[config.mk]
export PLATFORM = sky130hd
export DESIGN_NAME = waveform_column_min_peak_top
export DESIGN_NICKNAME = d
export VERILOG_FILES = /design/src/rtl/wcmp_pkg.sv /design/src/rtl/wcmp_cfg.sv /design/src/rtl/wcmp_front.sv /design/src/rtl/wcmp_fifo.sv /design/src/rtl/wcmp_back.sv /design/src/rtl/waveform_column_min_peak_top.sv
export SDC_FILE = /design/constraint.sdc
export NUM_CORES = 2
export LEC_CHECK = 0
export BUFFER_PORTS_ARGS = -buffer_cell sky130_fd_sc_hd__buf_4
export CORE_UTILIZATION = 45
export CTS_BUF_LIST = sky130_fd_sc_hd__clkbuf_8
export DETAILED_ROUTE_END_ITERATION = 7
export PLACE_DENSITY = 0.7
export SYNTH_ARGS = -nofsm -noshare
export SYNTH_HDL_FRONTEND = slang
export SYNTH_HIERARCHICAL = 1
export SYNTH_SLANG_ARGS = --single-unit
[constraint.sdc]
create_clock -name clk_i -period 12.93 [get_ports clk_i]
set_input_delay 0 -clock clk_i [delete_from_list [all_inputs] [get_ports clk_i]]
set_output_delay 0 -clock clk_i [all_outputs]
set_load 0.05 [all_outputs]
[src/rtl/wcmp_pkg.sv]
// Shared types, widths and constants of the waveform column min/peak block.
package wcmp_pkg;

  // Field widths.
  localparam int ROW_W      = 12;
  localparam int SPC_W      = 16;
  localparam int COL_W      = 13;
  localparam int SCALE_W    = 16;
  localparam int SAMPLE_W   = 16;
  localparam int CNT_W      = 16;
  localparam int CIDX_W     = 12;
  localparam int CFG_IDX_W  = 3;
  localparam int CFG_DATA_W = 16;
  localparam int BYTE_W     = 8;

  // Row mapping arithmetic.
  localparam int Q_SHIFT     = 12;
  localparam int AMP_W       = 16;
  localparam int PROD_W      = 2 * (AMP_W + 1);
  localparam int QUO_W       = 18;
  localparam int RECIP_X_W   = 24;
  localparam int RECIP_W     = 25;
  localparam int RECIP_SHIFT = 32;
  localparam logic [RECIP_W-1:0] RECIP_255 = 25'h1010102;
  localparam int HALF_SHIFT  = 15;
  localparam int HALF_BIAS   = (1 << HALF_SHIFT) - 1;

  // Depth of the queue between mapper and folder.
  localparam int FIFO_DEPTH = 8;

  // Register values after reset.
  localparam int HEIGHT_RST = 100;
  localparam int SPC_RST    = 1;
  localparam int COLS_RST   = 1;
  localparam int SCALE_RST  = 4096;
  localparam logic [AMP_W-1:0] AMP_RST =
    AMP_W'(((HEIGHT_RST / 2) * SCALE_RST) >> Q_SHIFT);

  typedef enum logic {
    MODE_U8  = 1'b0,
    MODE_S16 = 1'b1
  } width_mode_e;

  typedef enum logic [CFG_IDX_W-1:0] {
    CFG_HEIGHT = 3'd0,
    CFG_SPC    = 3'd1,
    CFG_COLS   = 3'd2,
    CFG_SCALE  = 3'd3,
    CFG_MODE   = 3'd4
  } cfg_idx_e;

  typedef struct packed {
    logic [ROW_W-1:0]   height;
    logic [SPC_W-1:0]   spc;
    logic [COL_W-1:0]   cols;
    logic [SCALE_W-1:0] scale;
    width_mode_e        mode;
  } cfg_t;

endpackage

[src/rtl/wcmp_cfg.sv]
// Configuration register file of the waveform column min/peak block.
module wcmp_cfg (
  input  logic                                clk_i,
  input  logic                                rst_ni,
  input  logic                                cfg_valid_i,
  output logic                                cfg_ready_o,
  input  logic [wcmp_pkg::CFG_IDX_W-1:0]      cfg_index_i,
  input  logic [wcmp_pkg::CFG_DATA_W-1:0]     cfg_data_i,
  output wcmp_pkg::cfg_t                      cfg_o
);

  wcmp_pkg::cfg_t cfg_q;

  // Writes are always taken.
  assign cfg_ready_o = 1'b1;
  assign cfg_o       = cfg_q;

  // Register writes; indexes past the list are dropped.
  always_ff @(posedge clk_i or negedge rst_ni) begin
    if (!rst_ni) begin
      cfg_q.height <= wcmp_pkg::ROW_W'(wcmp_pkg::HEIGHT_RST);
      cfg_q.spc    <= wcmp_pkg::SPC_W'(wcmp_pkg::SPC_RST);
      cfg_q.cols   <= wcmp_pkg::COL_W'(wcmp_pkg::COLS_RST);
      cfg_q.scale  <= wcmp_pkg::SCALE_W'(wcmp_pkg::SCALE_RST);
      cfg_q.mode   <= wcmp_pkg::MODE_S16;
    end else if (cfg_valid_i) begin
      case (wcmp_pkg::cfg_idx_e'(cfg_index_i))
        wcmp_pkg::CFG_HEIGHT: cfg_q.height <= cfg_data_i[wcmp_pkg::ROW_W-1:0];
        wcmp_pkg::CFG_SPC:    cfg_q.spc    <= cfg_data_i[wcmp_pkg::SPC_W-1:0];
        wcmp_pkg::CFG_COLS:   cfg_q.cols   <= cfg_data_i[wcmp_pkg::COL_W-1:0];
        wcmp_pkg::CFG_SCALE:  cfg_q.scale  <= cfg_data_i[wcmp_pkg::SCALE_W-1:0];
        wcmp_pkg::CFG_MODE:   cfg_q.mode   <= wcmp_pkg::width_mode_e'(cfg_data_i[0]);
        default: ;
      endcase
    end
  end

endmodule

[src/rtl/wcmp_front.sv]
// Front end: accepts samples and maps each one to a clamped display row.
module wcmp_front #(
  parameter int DEPTH = wcmp_pkg::FIFO_DEPTH,
  parameter int LVL_W = $clog2(DEPTH + 1)
) (
  input  logic                                clk_i,
  input  logic                                rst_ni,
  input  wcmp_pkg::cfg_t                      cfg_i,
  input  logic                                in_valid_i,
  output logic                                in_ready_o,
  input  logic signed [wcmp_pkg::SAMPLE_W-1:0] sample_i,
  input  logic [LVL_W-1:0]                    level_i,
  output logic                                push_o,
  output logic [wcmp_pkg::ROW_W-1:0]          push_row_o
);

  localparam int ROW_W  = wcmp_pkg::ROW_W;
  localparam int AMP_W  = wcmp_pkg::AMP_W;
  localparam int PROD_W = wcmp_pkg::PROD_W;
  localparam int QUO_W  = wcmp_pkg::QUO_W;
  localparam int S_W    = wcmp_pkg::SAMPLE_W;

  logic                               mode_s16;
  logic [ROW_W-1:0]                   base;
  logic [ROW_W+wcmp_pkg::SCALE_W-1:0] amp_prod;
  logic [AMP_W-1:0]                   amp_d, amp_q;
  logic                               amp_ok;
  logic [LVL_W:0]                     occ;
  logic                               accept;
  logic signed [S_W:0]                s_ext;
  logic signed [AMP_W:0]              amp_s;
  logic signed [PROD_W-1:0]           prod_d, prod_q;
  logic                               va_q, vb_q;
  logic [wcmp_pkg::RECIP_X_W+wcmp_pkg::RECIP_W-1:0] recip_prod;
  logic signed [PROD_W-1:0]           bias, biased;
  logic signed [QUO_W-1:0]            q8, q16, q_d, q_q;
  logic signed [QUO_W:0]              row_s;

  assign mode_s16 = (cfg_i.mode == wcmp_pkg::MODE_S16);

  // Row offset: half height for signed samples, full height for bytes.
  assign base = mode_s16 ? {1'b0, cfg_i.height[ROW_W-1:1]} : cfg_i.height;

  // Amplitude in rows, refreshed every cycle from the registers.
  assign amp_prod = base * cfg_i.scale;
  assign amp_d    = amp_prod[wcmp_pkg::Q_SHIFT +: AMP_W];

  always_ff @(posedge clk_i or negedge rst_ni) begin
    if (!rst_ni) begin
      amp_q <= wcmp_pkg::AMP_RST;
    end else begin
      amp_q <= amp_d;
    end
  end

  // The amplitude register lags a register write by one register; no item is
  // taken until it has caught up.
  assign amp_ok = (amp_q == amp_d);

  // Take an item only when the queue has room for everything in flight.
  assign occ = (LVL_W + 1)'(level_i) + (LVL_W + 1)'(va_q) + (LVL_W + 1)'(vb_q);
  assign in_ready_o = (occ < (LVL_W + 1)'(DEPTH)) && amp_ok;
  assign accept     = in_valid_i && in_ready_o;

  // Stage A: sample times amplitude.
  always_comb begin
    if (mode_s16) begin
      s_ext = {sample_i[S_W-1], sample_i};
    end else begin
      s_ext = $signed({{(S_W + 1 - wcmp_pkg::BYTE_W){1'b0}},
                       sample_i[wcmp_pkg::BYTE_W-1:0]});
    end
  end

  assign amp_s  = $signed({1'b0, amp_q});
  assign prod_d = s_ext * amp_s;

  always_ff @(posedge clk_i or negedge rst_ni) begin
    if (!rst_ni) begin
      va_q <= 1'b0;
    end else begin
      va_q <= accept;
    end
  end

  always_ff @(posedge clk_i) begin
    if (accept) begin
      prod_q <= prod_d;
    end
  end

  // Stage B: byte mode divides by 255 through a reciprocal, exact below 2^24;
  // signed mode divides by 32768 with truncation toward zero.
  assign recip_prod = prod_q[wcmp_pkg::RECIP_X_W-1:0] * wcmp_pkg::RECIP_255;
  assign q8 = $signed({1'b0, recip_prod[wcmp_pkg::RECIP_SHIFT +: QUO_W-1]});

  assign bias   = prod_q[PROD_W-1] ? PROD_W'(wcmp_pkg::HALF_BIAS) : '0;
  assign biased = prod_q + bias;
  assign q16    = biased[wcmp_pkg::HALF_SHIFT +: QUO_W];
  assign q_d    = mode_s16 ? q16 : q8;

  always_ff @(posedge clk_i or negedge rst_ni) begin
    if (!rst_ni) begin
      vb_q <= 1'b0;
    end else begin
      vb_q <= va_q;
    end
  end

  always_ff @(posedge clk_i) begin
    if (va_q) begin
      q_q <= q_d;
    end
  end

  // Row and clamp to 0..height, written straight into the queue.
  assign row_s = $signed({{(QUO_W + 1 - ROW_W){1'b0}}, base}) - q_q;

  always_comb begin
    if (row_s[QUO_W]) begin
      push_row_o = '0;
    end else if (row_s > $signed({{(QUO_W + 1 - ROW_W){1'b0}}, cfg_i.height})) begin
      push_row_o = cfg_i.height;
    end else begin
      push_row_o = row_s[ROW_W-1:0];
    end
  end

  assign push_o = vb_q;

  // The credit check must keep the queue from ever being oversubscribed.
  a_credit: assert property (@(posedge clk_i) disable iff (!rst_ni)
    occ <= (LVL_W + 1)'(DEPTH))
    else $error("front: items in flight exceed queue depth");

endmodule

[src/rtl/wcmp_fifo.sv]
// Short queue of mapped rows between the front end and the column folder.
module wcmp_fifo #(
  parameter int DEPTH = wcmp_pkg::FIFO_DEPTH,
  parameter int WIDTH = wcmp_pkg::ROW_W,
  parameter int LVL_W = $clog2(DEPTH + 1)
) (
  input  logic             clk_i,
  input  logic             rst_ni,
  input  logic             push_i,
  input  logic [WIDTH-1:0] push_data_i,
  input  logic             pop_i,
  output logic             valid_o,
  output logic [WIDTH-1:0] data_o,
  output logic [LVL_W-1:0] level_o
);

  localparam int PTR_W = (DEPTH > 1) ? $clog2(DEPTH) : 1;

  logic [WIDTH-1:0] mem_q [DEPTH];
  logic [PTR_W-1:0] wr_ptr_q, rd_ptr_q;
  logic [LVL_W-1:0] level_q;

  assign valid_o = (level_q != '0);
  assign data_o  = mem_q[rd_ptr_q];
  assign level_o = level_q;

  // Entry storage.
  always_ff @(posedge clk_i) begin
    if (push_i) begin
      mem_q[wr_ptr_q] <= push_data_i;
    end
  end

  // Pointers and fill level.
  always_ff @(posedge clk_i or negedge rst_ni) begin
    if (!rst_ni) begin
      wr_ptr_q <= '0;
      rd_ptr_q <= '0;
      level_q  <= '0;
    end else begin
      if (push_i) begin
        wr_ptr_q <= (wr_ptr_q == PTR_W'(DEPTH - 1)) ? '0 : wr_ptr_q + 1'b1;
      end
      if (pop_i) begin
        rd_ptr_q <= (rd_ptr_q == PTR_W'(DEPTH - 1)) ? '0 : rd_ptr_q + 1'b1;
      end
      if (push_i && !pop_i) begin
        level_q <= level_q + 1'b1;
      end else if (!push_i && pop_i) begin
        level_q <= level_q - 1'b1;
      end
    end
  end

  a_no_overflow: assert property (@(posedge clk_i) disable iff (!rst_ni)
    push_i |-> (level_q < LVL_W'(DEPTH)) || pop_i)
    else $error("fifo: push into a full queue");

  a_no_underflow: assert property (@(posedge clk_i) disable iff (!rst_ni)
    pop_i |-> valid_o)
    else $error("fifo: pop from an empty queue");

endmodule

[src/rtl/wcmp_back.sv]
// Back end: folds rows into the column minimum and peak and emits columns.
module wcmp_back (
  input  logic                              clk_i,
  input  logic                              rst_ni,
  input  wcmp_pkg::cfg_t                    cfg_i,
  input  logic                              row_valid_i,
  input  logic [wcmp_pkg::ROW_W-1:0]        row_i,
  output logic                              pop_o,
  output logic                              out_valid_o,
  input  logic                              out_ready_i,
  output logic [wcmp_pkg::ROW_W-1:0]        column_min_o,
  output logic [wcmp_pkg::ROW_W-1:0]        column_peak_o,
  output logic [wcmp_pkg::CIDX_W-1:0]       column_index_o,
  output logic                              last_column_o
);

  localparam int ROW_W  = wcmp_pkg::ROW_W;
  localparam int CNT_W  = wcmp_pkg::CNT_W;
  localparam int CIDX_W = wcmp_pkg::CIDX_W;

  logic [ROW_W-1:0]  min_q, peak_q, row_min, row_peak;
  logic [CNT_W-1:0]  cnt_q, cnt_inc;
  logic [CIDX_W-1:0] col_q;
  logic [CIDX_W:0]   col_inc;
  logic              close, last, out_free, out_valid_q;

  // Fold the row and decide whether it closes the column.
  assign row_min  = (row_i < min_q)  ? row_i : min_q;
  assign row_peak = (row_i > peak_q) ? row_i : peak_q;
  assign cnt_inc  = cnt_q + 1'b1;
  assign close    = (cnt_inc == '0) || (cnt_inc >= cfg_i.spc);
  assign col_inc  = {1'b0, col_q} + 1'b1;
  assign last     = (col_inc >= cfg_i.cols);

  // A closing item waits only while the output register is still full.
  assign out_free = !out_valid_q || out_ready_i;
  assign pop_o    = row_valid_i && (!close || out_free);

  // Running column state.
  always_ff @(posedge clk_i or negedge rst_ni) begin
    if (!rst_ni) begin
      min_q  <= ROW_W'(wcmp_pkg::HEIGHT_RST);
      peak_q <= '0;
      cnt_q  <= '0;
      col_q  <= '0;
    end else if (pop_o) begin
      if (close) begin
        min_q  <= cfg_i.height;
        peak_q <= '0;
        cnt_q  <= '0;
        col_q  <= last ? '0 : col_inc[CIDX_W-1:0];
      end else begin
        min_q  <= row_min;
        peak_q <= row_peak;
        cnt_q  <= cnt_inc;
      end
    end
  end

  // Output register valid.
  always_ff @(posedge clk_i or negedge rst_ni) begin
    if (!rst_ni) begin
      out_valid_q <= 1'b0;
    end else if (pop_o && close) begin
      out_valid_q <= 1'b1;
    end else if (out_ready_i) begin
      out_valid_q <= 1'b0;
    end
  end

  // Output register payload.
  always_ff @(posedge clk_i) begin
    if (pop_o && close) begin
      column_min_o   <= row_min;
      column_peak_o  <= row_peak;
      column_index_o <= col_q;
      last_column_o  <= last;
    end
  end

  assign out_valid_o = out_valid_q;

  a_close_emits: assert property (@(posedge clk_i) disable iff (!rst_ni)
    (pop_o && close) |=> (out_valid_q && (cnt_q == '0)))
    else $error("back: closed column did not reach the output register");

  a_last_wraps: assert property (@(posedge clk_i) disable iff (!rst_ni)
    (pop_o && close && last) |=> (col_q == '0) && last_column_o)
    else $error("back: last column did not wrap the column index");

endmodule

[src/rtl/waveform_column_min_peak_top.sv]
// Top level of the waveform column min/peak decimator.
//
// Audio samples enter on the in channel (in_valid_i/in_ready_o, sample_i), one
// item per sample. Each sample is mapped to a display row, clamped to
// 0..height, and folded into the running minimum and peak of the current
// column. After samples_per_column samples one result item leaves on the out
// channel with the column's minimum, peak, index and a last-column flag.
// Registers are written through the cfg channel (index, data); writes are
// always taken and must only happen while the block is idle. A write that
// changes the amplitude holds in_ready_o low for the following cycle.
// Throughput is one item per cycle while the queue has room. A result is shown
// once the sample that closes its column has passed the divide stage and the
// queue write and the folder has loaded the output register.
// An eight-entry row queue between mapper and folder, guarded by a credit
// count, sets how far the front end runs ahead while the receiver stalls;
// when it fills, in_ready_o drops. Samples that close no column keep flowing
// while a result waits in the output register.
// Reset loads the register defaults and empties the pipeline and queue.
module waveform_column_min_peak_top #(
  parameter int FIFO_DEPTH = wcmp_pkg::FIFO_DEPTH
) (
  input  logic                                 clk_i,
  input  logic                                 rst_ni,
  input  logic                                 cfg_valid_i,
  output logic                                 cfg_ready_o,
  input  logic [wcmp_pkg::CFG_IDX_W-1:0]       cfg_index_i,
  input  logic [wcmp_pkg::CFG_DATA_W-1:0]      cfg_data_i,
  input  logic                                 in_valid_i,
  output logic                                 in_ready_o,
  input  logic signed [wcmp_pkg::SAMPLE_W-1:0] sample_i,
  output logic                                 out_valid_o,
  input  logic                                 out_ready_i,
  output logic [wcmp_pkg::ROW_W-1:0]           column_min_o,
  output logic [wcmp_pkg::ROW_W-1:0]           column_peak_o,
  output logic [wcmp_pkg::CIDX_W-1:0]          column_index_o,
  output logic                                 last_column_o
);

  localparam int LVL_W = $clog2(FIFO_DEPTH + 1);

  wcmp_pkg::cfg_t              cfg;
  logic                        push, pop, row_valid;
  logic [wcmp_pkg::ROW_W-1:0]  push_row, row;
  logic [LVL_W-1:0]            level;

  wcmp_cfg u_cfg (
    .clk_i       (clk_i),
    .rst_ni      (rst_ni),
    .cfg_valid_i (cfg_valid_i),
    .cfg_ready_o (cfg_ready_o),
    .cfg_index_i (cfg_index_i),
    .cfg_data_i  (cfg_data_i),
    .cfg_o       (cfg)
  );

  wcmp_front #(
    .DEPTH (FIFO_DEPTH),
    .LVL_W (LVL_W)
  ) u_front (
    .clk_i      (clk_i),
    .rst_ni     (rst_ni),
    .cfg_i      (cfg),
    .in_valid_i (in_valid_i),
    .in_ready_o (in_ready_o),
    .sample_i   (sample_i),
    .level_i    (level),
    .push_o     (push),
    .push_row_o (push_row)
  );

  wcmp_fifo #(
    .DEPTH (FIFO_DEPTH),
    .WIDTH (wcmp_pkg::ROW_W),
    .LVL_W (LVL_W)
  ) u_fifo (
    .clk_i       (clk_i),
    .rst_ni      (rst_ni),
    .push_i      (push),
    .push_data_i (push_row),
    .pop_i       (pop),
    .valid_o     (row_valid),
    .data_o      (row),
    .level_o     (level)
  );

  wcmp_back u_back (
    .clk_i          (clk_i),
    .rst_ni         (rst_ni),
    .cfg_i          (cfg),
    .row_valid_i    (row_valid),
    .row_i          (row),
    .pop_o          (pop),
    .out_valid_o    (out_valid_o),
    .out_ready_i    (out_ready_i),
    .column_min_o   (column_min_o),
    .column_peak_o  (column_peak_o),
    .column_index_o (column_index_o),
    .last_column_o  (last_column_o)
  );

endmodule
Word-level counts from Yosys, hierarchy flattened
Memory sizes are Yosys's and may differ from the RTL's.
Index checks and enable logic that the tools add are counted.
- reduce and logical (&&, ||, !) cells: 24
- eq/ne operators: 7
- multiplexer cells: 20
- $mul: 3
- add/subtract/negate cells: 10
- $lt $le $gt $ge: 6
- operator list (kind ; number):
    $mux 12 ; 8
    $mul 24x24->48 const B ; 1
    $mul 17x17->34 ; 1
    $mux 17 ; 2
    $add 33x16->33 ; 1
    $mul 12x16->28 ; 1
    $gt 19x13->1 ; 1
    $sub 13x18->19 ; 1
    $add 16x1->16 const B ; 1
    $eq 16x16->1 ; 1
    $ge 16x16->1 ; 1
    $logic_not 16->1 ; 1
    $mux 16 ; 1
    $mux 15 ; 1
    $add 12x1->13 const B ; 1
    $ge 13x13->1 ; 1
    $gt 12x12->1 ; 1
    $lt 12x12->1 ; 1
    $reduce_and 2->1 ; 6
    $eq 3x3->1 const B ; 3
    $mux 4 ; 2
    $add 3x1->3 const B ; 2
    $eq 3x2->1 const B ; 2
    $logic_and 1x1->1 ; 6
    other kinds (13) ; 23
- bits of input ports: 40
- register bits: 228
- bits in writable memories: 96
- memories: 1
- output and inout bits: 40
- memories (name ; words ; width ; rd ports ; clocked after memory_dff ; write ports ; RTL line ; RTL):
    u_fifo.mem_q ; 8 ; 12 ; 1 ; 0 ; 1 ; wcmp_fifo.sv:19 ; logic [WIDTH-1:0] mem_q [DEPTH];

Longest topological paths before layout
- depth after elaboration: 9
- mapped depth: 27

Cells and area by module
Netlist, hierarchy kept.
- modules (own cells, without submodules) (module ; instances ; area an instance (um^2) ; cells each ; sequential area each (um^2)):
    wcmp_front ; 1 ; 24551.0 ; 2742 ; 2015.7
    wcmp_back ; 1 ; 5680.4 ; 568 ; 2441.1
    wcmp_fifo ; 1 ; 4332.9 ; 204 ; 3133.0
    wcmp_cfg ; 1 ; 2225.9 ; 128 ; 1460.2

Worst setup path after synthesis
Ideal clock, no wire load.
- path kind: register to register
- from: reg u_cfg.cfg_q, in the netlist u_cfg/cfg_o[0]
- to: reg u_front.prod_q[0], enable pin
- arrival time: 7.583 ns
- path buffers: 4
- path slack: 4.927 ns
- period minus slack after synthesis: 8.003 ns
- cell stages (with the launch flop): 25
- cell sequence: dfstp_2 -> buf_6 -> clkbuf_1 -> nand2_1 -> o21ai_1 -> clkbuf_1 -> nand2_1 -> fa_1 -> inv_1 -> fa_1 -> fa_1 -> fa_1 -> inv_1 -> fa_1 -> inv_1 -> ha_1 -> clkbuf_1 -> mux2_2 -> a221oi_1 -> nand4_1 -> a311oi_2 -> o2111ai_1 -> nor4_1 -> nand4_1 -> nor3_2
- word-level cells in the longest chain between the ends: 5
- RTL lines (item ; RTL line ; RTL):
    start: declaration ; wcmp_cfg.sv:12 ; wcmp_pkg::cfg_t cfg_q;
    $mux 12 ; wcmp_front.sv:42 ; assign base = mode_s16 ? {1'b0, cfg_i.height[ROW_W-1:1]} : cfg_i.height;
    $mul 12x16->28 ; wcmp_front.sv:45 ; assign amp_prod = base * cfg_i.scale;
    $eq 16x16->1 ; wcmp_front.sv:58 ; assign amp_ok = (amp_q == amp_d);
    $logic_and 1x1->1 ; wcmp_front.sv:62 ; assign in_ready_o = (occ < (LVL_W + 1)'(DEPTH)) && amp_ok;
    $logic_and 1x1->1 ; wcmp_front.sv:63 ; assign accept = in_valid_i && in_ready_o;
    named net u_front.accept ; wcmp_front.sv:29 ; logic accept;
    end signal: assignment ; wcmp_front.sv:88 ; prod_q <= prod_d;
    end: declaration ; wcmp_front.sv:32 ; logic signed [PROD_W-1:0] prod_d, prod_q;
The timed path passes the listed nets, and every way through them passes these cells.
A chain may end at the register's enable or synchronous reset.

Worst setup path after layout
- from: reg u_cfg.cfg_q, in the netlist u_cfg/cfg_o[0]
- to: out in_ready_o
- word-level cells in the longest chain between the ends: 4
- RTL lines (item ; RTL line ; RTL):
    $mux 12 ; wcmp_front.sv:42 ;
    $mul 12x16->28 ; wcmp_front.sv:45 ;
    $eq 16x16->1 ; wcmp_front.sv:58 ;
    $logic_and 1x1->1 ; wcmp_front.sv:62 ;
    end: declaration ; waveform_column_min_peak_top.sv:29 ; output logic in_ready_o,
Every way passes these cells.

==> flow_summary.toml <==
[outcome]
status = "finished, violations left"
violations = "design-rule violations"

[worst_setup_path]
cp_cell_sequence = "buf_4 > nand2_1 > o21ai_1 > buf_4 > nand2_1 > fa_1 > inv_1 > fa_1 > fa_1 > fa_1 > inv_1 > fa_1 > inv_1 > ha_1 > or3_1 > a21oi_1 > a2111oi_0 > nand4_1 > a311oi_2 > o2111ai_1 > nor4_1 > nand4_1 > nor2_1 > buf_4"
cp_common_cell = "fa_1"
cp.arrival_ns = 8.27
cp_slowest_cell = "dfstp_2"
critPathKind = "flop to output pin"
crit_path_end_kind = "output pin"
cp_max_fo = 95
required_ns = 12.93
crit_path_max_incr_delay_ns = 0.66
worstSetupStartpointType = "flop"

[sta]
fmax_mhz = 121
finalHoldViolations = 0
clock_skew_ns = 0.0496
relSlewSlack_pct = 15.8
slew_violations = 0
holdWs_ns = 0.0323
setup_viol = 0
min_period_ns = 8.27
tightest_slew_ns = 1.25
period_share_pct = 64.0
tns_ns = 0
rsz0062_at_grt = "no"

[yosys]
synthDistinctLibCells = 99
syn_area_per_cell_um2 = 10.1
synth.most_common_cell = "inv_1"
synth-edff-count = 185
ys_async_sr_fraction_pct = 42.9
synth_area_mm2 = 0.0368
synthTopCellsByCount = "667 x inv_1, 426 x fa_1, 418 x ha_1"
ys_warn_count = 6
yosys.area.top_type = "fa_1"
ys_top_cells_by_area = "fa_1 23%, edfxtp_1 15%, ha_1 14%, dfrtp_1 8.6%, inv_1 6.8%"
synth_top_area_share_pct = 23.2
synth_ff_type = "edfxtp_1"
postSynthRegisterBits = 324
synth_fp_nets = 4526
syn_inst = 3642
seq_area_frac_synth_pct = 24.6

[placement]
hpwlAfterDp_mm = 63.7
gp_congestion = 0.879
io_buffers = 78

[run]
maxCapViolations = 0

[global_route]
grt_pass1_wl_mm = 139
grt_max_degree = 96
track_usage_pct = 20.8
grt_overflow = 0
antenna_found_initial = 3
grt_pass1_vias = 26700

[floorplanning]
start_util_pct = 45.6
ioPinCount = 80
row_count = 104
die_area_mm2 = 0.0829
die_w_um = 288
core-area_mm2 = 0.0807
die_y_um = 288

[clock_network]
clockRootBuffer = "clkbuf_8"
htree_levels = 2
cts_buffer_depth = 3
clk_pin_slew_ns = 0.06
clk-insertion-delay-late_ns = 0.67
cts-resized-gates = 0
cts_tree = "built"
cts.sinks = 324
cts_made_buffers = 55

[cells_and_area]
area_delta_synth_final_pct = 8.22
final_nets = 4580
drive_gt1_share_pct = 9.27
fill_cells = 7347

[drt]
via_count = 25700
avgViaCountPerCell = 5.34
drc = 18
wl_mm = 82.8
drt_pass1_iterations = 8
avgRoutedWirePerCell_um = 17.2
antenna_left = 0
first_iter_violations = 1463

[min_path]
hold_class = "primary input to async pin"
final timing paths:
path | cells past startpoint | from | to | slack (ns)
hold reg to reg | 1 | u_cfg/cfg_o[37] | u_cfg/cfg_o[37] | 0.48
min in group clk_i | 3 | cfg_data_i[14] | u_cfg/cfg_o[44] | 0.11
hold / removal | 2 | rst_ni | u_back/peak_q[4] | 0.03
setup reg to reg | 24 | u_cfg/cfg_o[0] | u_front/prod_q[12] | 4.78
setup / recovery | 24 | u_cfg/cfg_o[0] | in_ready_o | 4.66
max in group asynchronous | 3 | rst_ni | u_back/col_q[4] | 11.70
cell type report:
class                   instances  area [µm²]  area share, %
diodes                          1        2.50        0.00629
clock buffers                  67         922           2.32
clock inverters                37         294          0.739
inverters                     668        2510           6.30
multi-input cells            2505       24600           61.7
flip-flops and latches        324        9050           22.7
well taps                    1060        1330           3.33
repair buffers                142        1130           2.84
critical path, delay by kind of cell (launching register included):
| family | cells | cell delay (ns) |
|---|---|---|
| buf+inv | 6 | 1.33 |
| fa+ha+maj | 6 | 3.07 |
| simple gates | 7 | 1.39 |
| compound gates | 5 | 1.11 |
| flops | 1 | 0.66 |
metrics by stage:
step	utilization, %	std cells	setup slack (ns)	area, µm²
6_report	49.4	4804	4.66	39800
5_1_grt	49.4	4804	4.17	39800
4_1_cts	49.3	4803	4.72	39800
3_5_place_dp	47.5	4674	4.96	38300
3_3_place_gp	47.5	4674	5.04	38300
2_1_floorplan	-	3642	4.93	36800
registers in the layout, indices dropped and copies added, names as in the netlist, 16 cells and up:
name	count
u_fifo/mem_q	96
u_cfg/cfg_o	58
u_front/prod_q	34
u_front/q_q	18
u_back/cnt_q	16
u_front/amp_q	16
what timing repair did:
action,4_1_cts,5_1_grt
hold endpoints to repair,158,0
buffers inserted,0,0
hold buffers,25,0
setup endpoints to repair,0,0
metal layers:
metal | wire, µm | vias to the layer above | global-route usage, %
li1 | - | 12100 | -
met1 | 37500 | 12700 | 28.6
met2 | 39500 | 683 | 34.8
met3 | 4420 | 129 | 2.72
met4 | 1460 | 2 | 4.76
met5 | 13 | - | 0
kinds of logic (layout without fill, tap and decap cells):
family,after synthesis,in the layout,share of synthesized area (%)
mux,149,149,5.41
other cells,1,2,0.0102
xor+xnor,113,113,2.85
flops,324,324,24.6
buf+inv,813,914,8.63
fa+ha+maj,844,844,37.4
simple gates,986,986,13.3
compound gates,412,412,7.84
layout by cell type, fill, tap and decap left out, drive strengths merged, types with 24 or more instances in the layout:
master	count
nand4	25
dfrtp	126
nor3	47
mux2	93
o21ai	98
inv	687
clkbuf	67
fa	426
mux4	24
o211ai	25
nand2	409
nand3	86
xor2	42
a21oi	83
ha	418
and3	74
a21o	44
dlygate4sd3	25
and2	142
xnor2	67
mux2i	32
edfxtp	185
nor2	98
buf	117
Power is not shown: default switching activity piles up to over one toggle a cycle in this logic, so the estimate is an artifact.
